==> src/rtl/core/hcd_pkg.sv <==
// shared types, key codes and helpers for the hotkey chord detector
`default_nettype none
package hcd_pkg;

    localparam logic [7:0] KEY_ESC    = 8'h1B;
    localparam logic [7:0] KEY_SHIFT  = 8'h10;
    localparam logic [7:0] KEY_CTRL   = 8'h11;
    localparam logic [7:0] KEY_ALT    = 8'h12;
    localparam logic [7:0] KEY_LWIN   = 8'h5B;
    localparam logic [7:0] KEY_RWIN   = 8'h5C;
    localparam logic [7:0] KEY_LSHIFT = 8'hA0;
    localparam logic [7:0] KEY_RSHIFT = 8'hA1;
    localparam logic [7:0] KEY_LCTRL  = 8'hA2;
    localparam logic [7:0] KEY_RCTRL  = 8'hA3;
    localparam logic [7:0] KEY_LALT   = 8'hA4;
    localparam logic [7:0] KEY_RALT   = 8'hA5;

    localparam logic [3:0] BIT_ALT   = 4'h1;
    localparam logic [3:0] BIT_CTRL  = 4'h2;
    localparam logic [3:0] BIT_SHIFT = 4'h4;
    localparam logic [3:0] BIT_WIN   = 4'h8;

    typedef enum logic [1:0] {
        FUNC_KEY       = 2'd0,
        FUNC_CAP_BEGIN = 2'd1,
        FUNC_CAP_END   = 2'd2,
        FUNC_UNUSED    = 2'd3
    } t_func;

    localparam logic [1:0] KIND_DOWN = 2'd0;
    localparam logic [1:0] KIND_UP   = 2'd1;

    typedef enum logic [1:0] {
        REG_REQUIRED_MODS = 2'd0,
        REG_HOTKEY_CODE   = 2'd1,
        REG_TOGGLE_MODE   = 2'd2,
        REG_NONE          = 2'd3
    } t_reg_idx;

    typedef struct packed {
        logic [3:0] required_mods;
        logic [7:0] hotkey_code;
        logic       toggle_mode;
    } t_cfg;

    typedef struct packed {
        logic [3:0] held_mods;
        logic       chord_active;
        logic       main_key_down;
        logic       main_key_swallowed;
        logic       win_masked;
        logic       capture_armed;
    } t_state;

    typedef struct packed {
        logic       swallow;
        logic       activate;
        logic       deactivate;
        logic       toggle_fired;
        logic       send_mask;
        logic       capture_done;
        logic       capture_cancelled;
        logic [3:0] captured_mods;
        logic [7:0] captured_key;
    } t_result;

    function automatic logic [3:0] mod_bit_of(input logic [7:0] code);
        logic [3:0] bit_v;
        case (code)
            KEY_LWIN, KEY_RWIN:               bit_v = BIT_WIN;
            KEY_CTRL, KEY_LCTRL, KEY_RCTRL:   bit_v = BIT_CTRL;
            KEY_ALT, KEY_LALT, KEY_RALT:      bit_v = BIT_ALT;
            KEY_SHIFT, KEY_LSHIFT, KEY_RSHIFT: bit_v = BIT_SHIFT;
            default:                          bit_v = 4'h0;
        endcase
        return bit_v;
    endfunction

endpackage
`default_nettype wire

==> src/rtl/core/hcd_if.sv <==
// valid/ready channels for key words and result words
`default_nettype none
interface hcd_key_if;
    logic       valid;
    logic       ready;
    logic [1:0] func;
    logic [7:0] key_code;
    logic [1:0] event_kind;

    modport source (output valid, output func, output key_code, output event_kind,
                    input ready);
    modport sink (input valid, input func, input key_code, input event_kind,
                  output ready);
endinterface

interface hcd_res_if;
    logic       valid;
    logic       ready;
    logic       swallow;
    logic       activate;
    logic       deactivate;
    logic       toggle_fired;
    logic       send_mask;
    logic       capture_done;
    logic       capture_cancelled;
    logic [3:0] captured_mods;
    logic [7:0] captured_key;

    modport source (output valid, output swallow, output activate, output deactivate,
                    output toggle_fired, output send_mask, output capture_done,
                    output capture_cancelled, output captured_mods,
                    output captured_key, input ready);
    modport sink (input valid, input swallow, input activate, input deactivate,
                  input toggle_fired, input send_mask, input capture_done,
                  input capture_cancelled, input captured_mods, input captured_key,
                  output ready);
endinterface
`default_nettype wire

==> src/rtl/core/hcd_step.sv <==
// next-state and result logic for one key word
`default_nettype none
module hcd_step
    import hcd_pkg::*;
(
    input  wire t_cfg       i_cfg,
    input  wire t_state     i_state,
    input  wire logic [1:0] i_func,
    input  wire logic [7:0] i_key_code,
    input  wire logic [1:0] i_event_kind,
    output t_state          o_state,
    output t_result         o_result
);

    always_comb begin
        t_state     s;
        t_result    r;
        logic [3:0] bit_v;
        logic       down;
        logic       up;
        logic       match;
        logic       sat;
        logic       old_sw;

        s      = i_state;
        r      = '0;
        bit_v  = mod_bit_of(i_key_code);
        down   = (i_event_kind == KIND_DOWN);
        up     = (i_event_kind == KIND_UP);
        match  = (i_state.held_mods == i_cfg.required_mods);
        sat    = 1'b0;
        old_sw = i_state.main_key_swallowed;

        case (t_func'(i_func))
            FUNC_CAP_BEGIN: s.capture_armed = 1'b1;
            FUNC_CAP_END:   s.capture_armed = 1'b0;
            FUNC_KEY: begin
                if (bit_v != 4'h0) begin
                    if (down) begin
                        s.held_mods = s.held_mods | bit_v;
                    end else if (up) begin
                        s.held_mods = s.held_mods & ~bit_v;
                    end
                    if (bit_v == BIT_WIN && up) begin
                        s.win_masked = 1'b0;
                    end
                    if (!s.capture_armed && !i_cfg.toggle_mode) begin
                        sat = (s.held_mods == i_cfg.required_mods) && s.main_key_down;
                        if (sat && !s.chord_active) begin
                            s.chord_active = 1'b1;
                            r.activate     = 1'b1;
                            if (i_cfg.required_mods[3] && !s.win_masked) begin
                                r.send_mask  = 1'b1;
                                s.win_masked = 1'b1;
                            end
                        end else if (!sat && s.chord_active) begin
                            s.chord_active = 1'b0;
                            r.deactivate   = 1'b1;
                        end
                    end
                end else if (s.capture_armed) begin
                    r.swallow = 1'b1;
                    if (down) begin
                        s.capture_armed = 1'b0;
                        r.capture_done  = 1'b1;
                        if (i_key_code == KEY_ESC) begin
                            r.capture_cancelled = 1'b1;
                        end else begin
                            r.captured_mods = s.held_mods;
                            r.captured_key  = i_key_code;
                            if (s.held_mods[3] && !s.win_masked) begin
                                r.send_mask  = 1'b1;
                                s.win_masked = 1'b1;
                            end
                        end
                    end
                end else if (i_key_code == i_cfg.hotkey_code) begin
                    if (i_cfg.toggle_mode) begin
                        if (down) begin
                            if (match && !s.main_key_down) begin
                                s.main_key_down      = 1'b1;
                                s.main_key_swallowed = 1'b1;
                                r.toggle_fired       = 1'b1;
                                r.swallow            = 1'b1;
                                if (i_cfg.required_mods[3] && !s.win_masked) begin
                                    r.send_mask  = 1'b1;
                                    s.win_masked = 1'b1;
                                end
                            end else if (s.main_key_down) begin
                                r.swallow = 1'b1;
                            end
                        end else if (up) begin
                            s.main_key_down      = 1'b0;
                            s.main_key_swallowed = 1'b0;
                            r.swallow            = old_sw;
                        end
                    end else if (down || up) begin
                        if (down && match) begin
                            s.main_key_down      = 1'b1;
                            s.main_key_swallowed = 1'b1;
                            r.swallow            = 1'b1;
                        end else if (up) begin
                            s.main_key_down      = 1'b0;
                            s.main_key_swallowed = 1'b0;
                            r.swallow            = old_sw;
                        end
                        if (up || match) begin
                            sat = match && s.main_key_down;
                            if (sat && !s.chord_active) begin
                                s.chord_active = 1'b1;
                                r.activate     = 1'b1;
                                if (i_cfg.required_mods[3] && !s.win_masked) begin
                                    r.send_mask  = 1'b1;
                                    s.win_masked = 1'b1;
                                end
                            end else if (!sat && s.chord_active) begin
                                s.chord_active = 1'b0;
                                r.deactivate   = 1'b1;
                            end
                        end
                    end
                end
            end
            default: ;
        endcase

        o_state  = s;
        o_result = r;
    end

endmodule
`default_nettype wire

==> src/rtl/core/hotkey_chord_detector_unit.sv <==
// top level of the hotkey chord detector: config registers, state and result register
`default_nettype none
// Each accepted key word is evaluated combinationally against the held
// modifiers and the chord state and produces exactly one result word, which
// sits in a single output register. A new key word is accepted every cycle
// while the result register is empty or being drained in the same cycle, so
// the block sustains one word per clock; the registered result appears in the
// cycle after acceptance. Configuration writes take effect at once and clear
// the chord tracking flags; write them only while no result is pending.
module hotkey_chord_detector_unit
    import hcd_pkg::*;
(
    input  wire logic       i_clk,
    input  wire logic       i_rst_n,
    input  wire logic       i_cfg_we,
    input  wire logic [1:0] i_cfg_index,
    input  wire logic [7:0] i_cfg_data,
    hcd_key_if.sink         i_key,
    hcd_res_if.source       o_res
);

    t_cfg    r_cfg;
    t_state  r_state;
    t_state  n_state;
    t_result r_res;
    t_result n_res;
    logic    r_res_valid;
    logic    accept;

    assign i_key.ready = !r_res_valid || o_res.ready;
    assign accept      = i_key.valid && i_key.ready;

    hcd_step u_step (
        .i_cfg        (r_cfg),
        .i_state      (r_state),
        .i_func       (i_key.func),
        .i_key_code   (i_key.key_code),
        .i_event_kind (i_key.event_kind),
        .o_state      (n_state),
        .o_result     (n_res)
    );

    always_ff @(posedge i_clk) begin
        if (!i_rst_n) begin
            r_cfg   <= '0;
            r_state <= '0;
        end else if (i_cfg_we) begin
            case (t_reg_idx'(i_cfg_index))
                REG_REQUIRED_MODS: r_cfg.required_mods <= i_cfg_data[3:0];
                REG_HOTKEY_CODE:   r_cfg.hotkey_code   <= i_cfg_data;
                REG_TOGGLE_MODE:   r_cfg.toggle_mode   <= i_cfg_data[0];
                default: ;
            endcase
            if (t_reg_idx'(i_cfg_index) != REG_NONE) begin
                r_state.chord_active       <= 1'b0;
                r_state.main_key_down      <= 1'b0;
                r_state.main_key_swallowed <= 1'b0;
            end
        end else if (accept) begin
            r_state <= n_state;
        end
    end

    always_ff @(posedge i_clk) begin
        if (!i_rst_n) begin
            r_res_valid <= 1'b0;
        end else if (accept) begin
            r_res_valid <= 1'b1;
        end else if (o_res.ready) begin
            r_res_valid <= 1'b0;
        end
    end

    always_ff @(posedge i_clk) begin
        if (accept) begin
            r_res <= n_res;
        end
    end

    assign o_res.valid             = r_res_valid;
    assign o_res.swallow           = r_res.swallow;
    assign o_res.activate          = r_res.activate;
    assign o_res.deactivate        = r_res.deactivate;
    assign o_res.toggle_fired      = r_res.toggle_fired;
    assign o_res.send_mask         = r_res.send_mask;
    assign o_res.capture_done      = r_res.capture_done;
    assign o_res.capture_cancelled = r_res.capture_cancelled;
    assign o_res.captured_mods     = r_res.captured_mods;
    assign o_res.captured_key      = r_res.captured_key;

    a_stall_blocks_input: assert property (@(posedge i_clk) disable iff (!i_rst_n)
        (r_res_valid && !o_res.ready) |-> !i_key.ready)
        else $error("key word accepted while result word stalled");

    a_activate_sets_active: assert property (@(posedge i_clk) disable iff (!i_rst_n)
        (accept && !i_cfg_we && n_res.activate) |=> r_state.chord_active)
        else $error("activate without chord becoming active");

    a_mask_is_one_shot: assert property (@(posedge i_clk) disable iff (!i_rst_n)
        (o_res.valid && o_res.send_mask) |-> r_state.win_masked)
        else $error("mask request without win masked flag");

endmodule
`default_nettype wire
==> src/flat_wrapper.sv <==
// flat-port wrapper written by rule: the top's interface ports become plain ports
module hotkey_chord_detector_unit_flat import hcd_pkg::*;
  (i_clk, i_rst_n, i_cfg_we, i_cfg_index, i_cfg_data, i_key_valid, i_key_func, i_key_key_code, i_key_event_kind, i_key_ready, o_res_valid, o_res_swallow, o_res_activate, o_res_deactivate, o_res_toggle_fired, o_res_send_mask, o_res_capture_done, o_res_capture_cancelled, o_res_captured_mods, o_res_captured_key, o_res_ready);
  hcd_key_if i_key_i ();
  hcd_res_if o_res_i ();
  input  wire logic i_clk;
  input  wire logic i_rst_n;
  input  wire logic i_cfg_we;
  input  wire logic [1:0] i_cfg_index;
  input  wire logic [7:0] i_cfg_data;
  input wire logic [$bits(i_key_i.valid)-1:0] i_key_valid;
  input wire logic [$bits(i_key_i.func)-1:0] i_key_func;
  input wire logic [$bits(i_key_i.key_code)-1:0] i_key_key_code;
  input wire logic [$bits(i_key_i.event_kind)-1:0] i_key_event_kind;
  output wire logic [$bits(i_key_i.ready)-1:0] i_key_ready;
  output wire logic [$bits(o_res_i.valid)-1:0] o_res_valid;
  output wire logic [$bits(o_res_i.swallow)-1:0] o_res_swallow;
  output wire logic [$bits(o_res_i.activate)-1:0] o_res_activate;
  output wire logic [$bits(o_res_i.deactivate)-1:0] o_res_deactivate;
  output wire logic [$bits(o_res_i.toggle_fired)-1:0] o_res_toggle_fired;
  output wire logic [$bits(o_res_i.send_mask)-1:0] o_res_send_mask;
  output wire logic [$bits(o_res_i.capture_done)-1:0] o_res_capture_done;
  output wire logic [$bits(o_res_i.capture_cancelled)-1:0] o_res_capture_cancelled;
  output wire logic [$bits(o_res_i.captured_mods)-1:0] o_res_captured_mods;
  output wire logic [$bits(o_res_i.captured_key)-1:0] o_res_captured_key;
  input wire logic [$bits(o_res_i.ready)-1:0] o_res_ready;
  assign i_key_i.valid = i_key_valid;
  assign i_key_i.func = i_key_func;
  assign i_key_i.key_code = i_key_key_code;
  assign i_key_i.event_kind = i_key_event_kind;
  assign i_key_ready = i_key_i.ready;
  assign o_res_valid = o_res_i.valid;
  assign o_res_swallow = o_res_i.swallow;
  assign o_res_activate = o_res_i.activate;
  assign o_res_deactivate = o_res_i.deactivate;
  assign o_res_toggle_fired = o_res_i.toggle_fired;
  assign o_res_send_mask = o_res_i.send_mask;
  assign o_res_capture_done = o_res_i.capture_done;
  assign o_res_capture_cancelled = o_res_i.capture_cancelled;
  assign o_res_captured_mods = o_res_i.captured_mods;
  assign o_res_captured_key = o_res_i.captured_key;
  assign o_res_i.ready = o_res_ready;
  hotkey_chord_detector_unit u_core (.i_clk(i_clk), .i_rst_n(i_rst_n), .i_cfg_we(i_cfg_we), .i_cfg_index(i_cfg_index), .i_cfg_data(i_cfg_data), .i_key(i_key_i), .o_res(o_res_i));
endmodule
==> config.mk <==
export PLATFORM = sky130hd
export DESIGN_NAME = hotkey_chord_detector_unit_flat
export DESIGN_NICKNAME = d
export VERILOG_FILES = /design/src/rtl/core/hcd_pkg.sv /design/src/rtl/core/hcd_if.sv /design/src/rtl/core/hcd_step.sv /design/src/rtl/core/hotkey_chord_detector_unit.sv /design/src/flat_wrapper.sv
export SDC_FILE = /design/constraint.sdc
export NUM_CORES = 1
export LEC_CHECK = 0
export ABC_CLOCK_PERIOD_IN_PS = 8200
export BUFFER_PORTS_ARGS = -buffer_cell sky130_fd_sc_hd__buf_4
export CORE_UTILIZATION = 60
export CTS_BUF_LIST = sky130_fd_sc_hd__clkbuf_8
export DETAILED_ROUTE_END_ITERATION = 8
export MAX_ROUTING_LAYER = met4
export PLACE_DENSITY_LB_ADDON = 0.05
export REMOVE_ABC_BUFFERS = 1
export SLEW_MARGIN = 20
export SYNTH_ARGS = -nofsm -noshare
export SYNTH_HDL_FRONTEND = slang
export SYNTH_HIERARCHICAL = 1
export SYNTH_SLANG_ARGS = --single-unit
==> constraint.sdc <==
create_clock -name i_clk -period 8.2 [get_ports i_clk]
set_input_delay 1.64 -clock i_clk [delete_from_list [all_inputs] [get_ports i_clk]]
set_output_delay 1.64 -clock i_clk [all_outputs]
set_load 0.005 [all_outputs]
==> reports/results.tsv <==
metric	value	unit
status	finished clean	
Post-synth EDFFs	19	
number of global-route vias before repair	1992	
min-delay worst type	reg -> reg	
mapped cell area	0.00269	mm2
clock buffer depth	2	
Worst EP required	6560	ps
standard-cell rows	23	
clk_lat worst skew	290	ps
P_leak	1.19	nW
Worst R2R Path Depth	8	
total gr overflow	0	
DR pass1 iterations	5	
Final Non-Filler Cells	365	
Power Density	135	mW/mm2
CTS tree	done	
Mapped Cells	278	
CTS resizes	0	
routed vias	2281	
worst-path fanout max	4	
RSZ-0062 raised after global routing	false	
# clock sinks	42	
Final GP Congestion	0.938	
Clock Skew	4.89	ps
power consumption	0.000416	W
first-pass GRT wire length	9.45	mm
met3 routed WL	422	um
Pins Over Slew Limit	0	
Max IR drop VDD	0.0000989	V
initial antenna violation count	0	
Initial Utilization	64.9	%
number of top-level pins	48	
data arrival time of the critical path	2240	ps
Die Height	69.0	um
min Tclk post-route	3880	ps
drt drc	0	
Worst Max-Slew Pin Slew	852	ps
number of synthesized register bits	42	
share of cells above drive strength 1	22.5	%
Post-synth top flop	dfxtp_1	
largest net degree at the start of global routing	33	
core region area	0.00414	mm2
vias per inst	6.25	
Final Hold Violating Endpoints	0	
CP Class	in -> out	
PortBufs	47	
WHS Path Cells	2	
CTS Hold Buffers Added	0	
# setup viols final	0	
setup TNS	0	ps
root buffer cell	clkbuf_8	
TritonCTS Buffers	5	
worst rel slew slack	43.2	%
dpl hpwl	4.29	mm
drt total wl	5.89	mm
highest metal used	met4	
CTS clk-pin slew, worst paths	70	ps
postcts setup bufs	0	
antenna fix cells	0	
wl on met1	2.62	mm
fmax	258	MHz
Tcrit/Tclk final	47.3	%
met2 WL	2.72	mm
number of library cell types mapped by synthesis	71	
Post-Place Cells	357	
sequential share of the synthesized area	38.3	%
CP Capture Type	output pin	
Antenna Nets Post-Route	0	
Final #Nets	341	
Setup crit start kind	input pin	
Yosys warnings	6	
drt wl/cell	16.1	um
H-tree levels	2	
Overall Global Routing Usage	27.9	%
die area	0.00476	mm2
Die Width	69.0	um
max_cap viols	0	
Synth async-reset ratio	0	%
area grow syn2layout	14.8	%
DRT iter0 DRCs	204	
Avg Cell Area, Syn	9.68	um2
## worst paths after layout
kind                     start           endpoint  slack [ps]
max                o_res_ready        i_key_ready        4320
min          u_core/r_state[2]  u_core/r_state[2]         490
max reg2reg  u_core/r_state[6]  u_core/r_state[4]        5680
min reg2reg  u_core/r_state[2]  u_core/r_state[2]         490
## Yosys cell counts, types with 2 or more instances
cell type,number,area (um2)
a211oi_1,2,15.0
a21boi_0,2,15.0
a21oi_1,8,40.0
a22oi_1,3,22.5
a31oi_1,3,18.8
and2_1,11,68.8
and3_1,6,37.5
buf_2,3,15.0
buf_6,3,33.8
clkbuf_1,11,41.3
dfxtp_1,23,460
edfxtp_1,19,571
inv_1,5,18.8
mux2_1,2,22.5
mux2i_1,20,200
nand2_1,25,93.8
nand2b_1,5,31.3
nand3_1,4,20.0
nand3b_1,7,52.6
nand4_1,3,18.8
nor2_1,14,52.6
nor2b_1,14,87.6
nor3_1,5,25.0
nor3b_1,4,30.0
nor4_1,4,25.0
nor4b_1,3,26.3
o211ai_1,2,15.0
o21a_1,3,22.5
o21ai_0,5,25.0
o21ai_1,3,15.0
o22ai_1,3,18.8
or3_1,2,12.5
xnor2_1,12,105
xor2_1,2,17.5
## cells by family after synthesis
logic type / synth area share (%)
flops: 38.3
simple gates: 29.0
mux: 8.69
compound gates: 15.2
xor+xnor: 4.56
buf+inv: 4.32
## flip-flops by register name, summed over array words and instances (netlist names), 4 cells and up
name                        cells
u_core/r_cfg                   13
u_core/r_state                  9
u_core/o_res.captured_key       8
u_core/o_res.captured_mods      4
## cells in the final DEF, fill, tap and decap left out, types with 4 or more instances in the layout
master     n
edfxtp_1  19
mux2i_1   20
inv_1      8
nor2b_1   14
and3_1     6
nor2_1    14
a21oi_1    8
xnor2_1   12
nand3_1    4
dfxtp_1   23
nand3b_1   7
nand2_1   25
o21ai_0    5
nand2b_1   5
and2_1    11
clkbuf_8   5
nor3b_1    4
nor4_1     4
buf_4     47
nor3_1     5
## stage by stage
| step | setup slack (ps) | hold slack, ps | util, % | area, um2 |
|---|---|---|---|---|
| 2_1_floorplan | 4480 | 459 | - | 2590 |
| 6_report | 4320 | 492 | 74.5 | 3090 |
| 5_1_grt | 4260 | 525 | 74.5 | 3090 |
| 4_1_cts | 4320 | 489 | 74.5 | 3090 |
| 3_5_place_dp | 4170 | 480 | 72.6 | 3010 |
| 3_3_place_gp | 4230 | 478 | 72.6 | 3010 |
## where the power goes
| group | internal, W | switching [W] |
|---|---|---|
| logic | 0.0000300 | 0.0000349 |
| clock network | 0.0000567 | 0.0000647 |
| registers | 0.000225 | 0.00000422 |
| total | 0.000312 | 0.000104 |
## cell type report
cell class,instances,area [um2]
Clock buffer,5,68.8
Fill cell,320,1050
Timing Repair Buffer,47,353
Multi-Input combinational cell,213,1540
Inverter,5,18.8
Clock inverter,3,11.3
Tap cell,50,62.6
Sequential cell,42,1030
## critical path, stage by stage
cell and delay (ps):
buf_4 100, and2b_1 270, inv_1 90, buf_4 140
## per-layer routing
metal	vias up	track usage [%]
met5	-	-
met4	0	9.95
met3	13	4.93
met2	111	41.9
met1	1058	37.7
li1	1099	-
No activity file was read; power rests on OpenSTA's default activity.
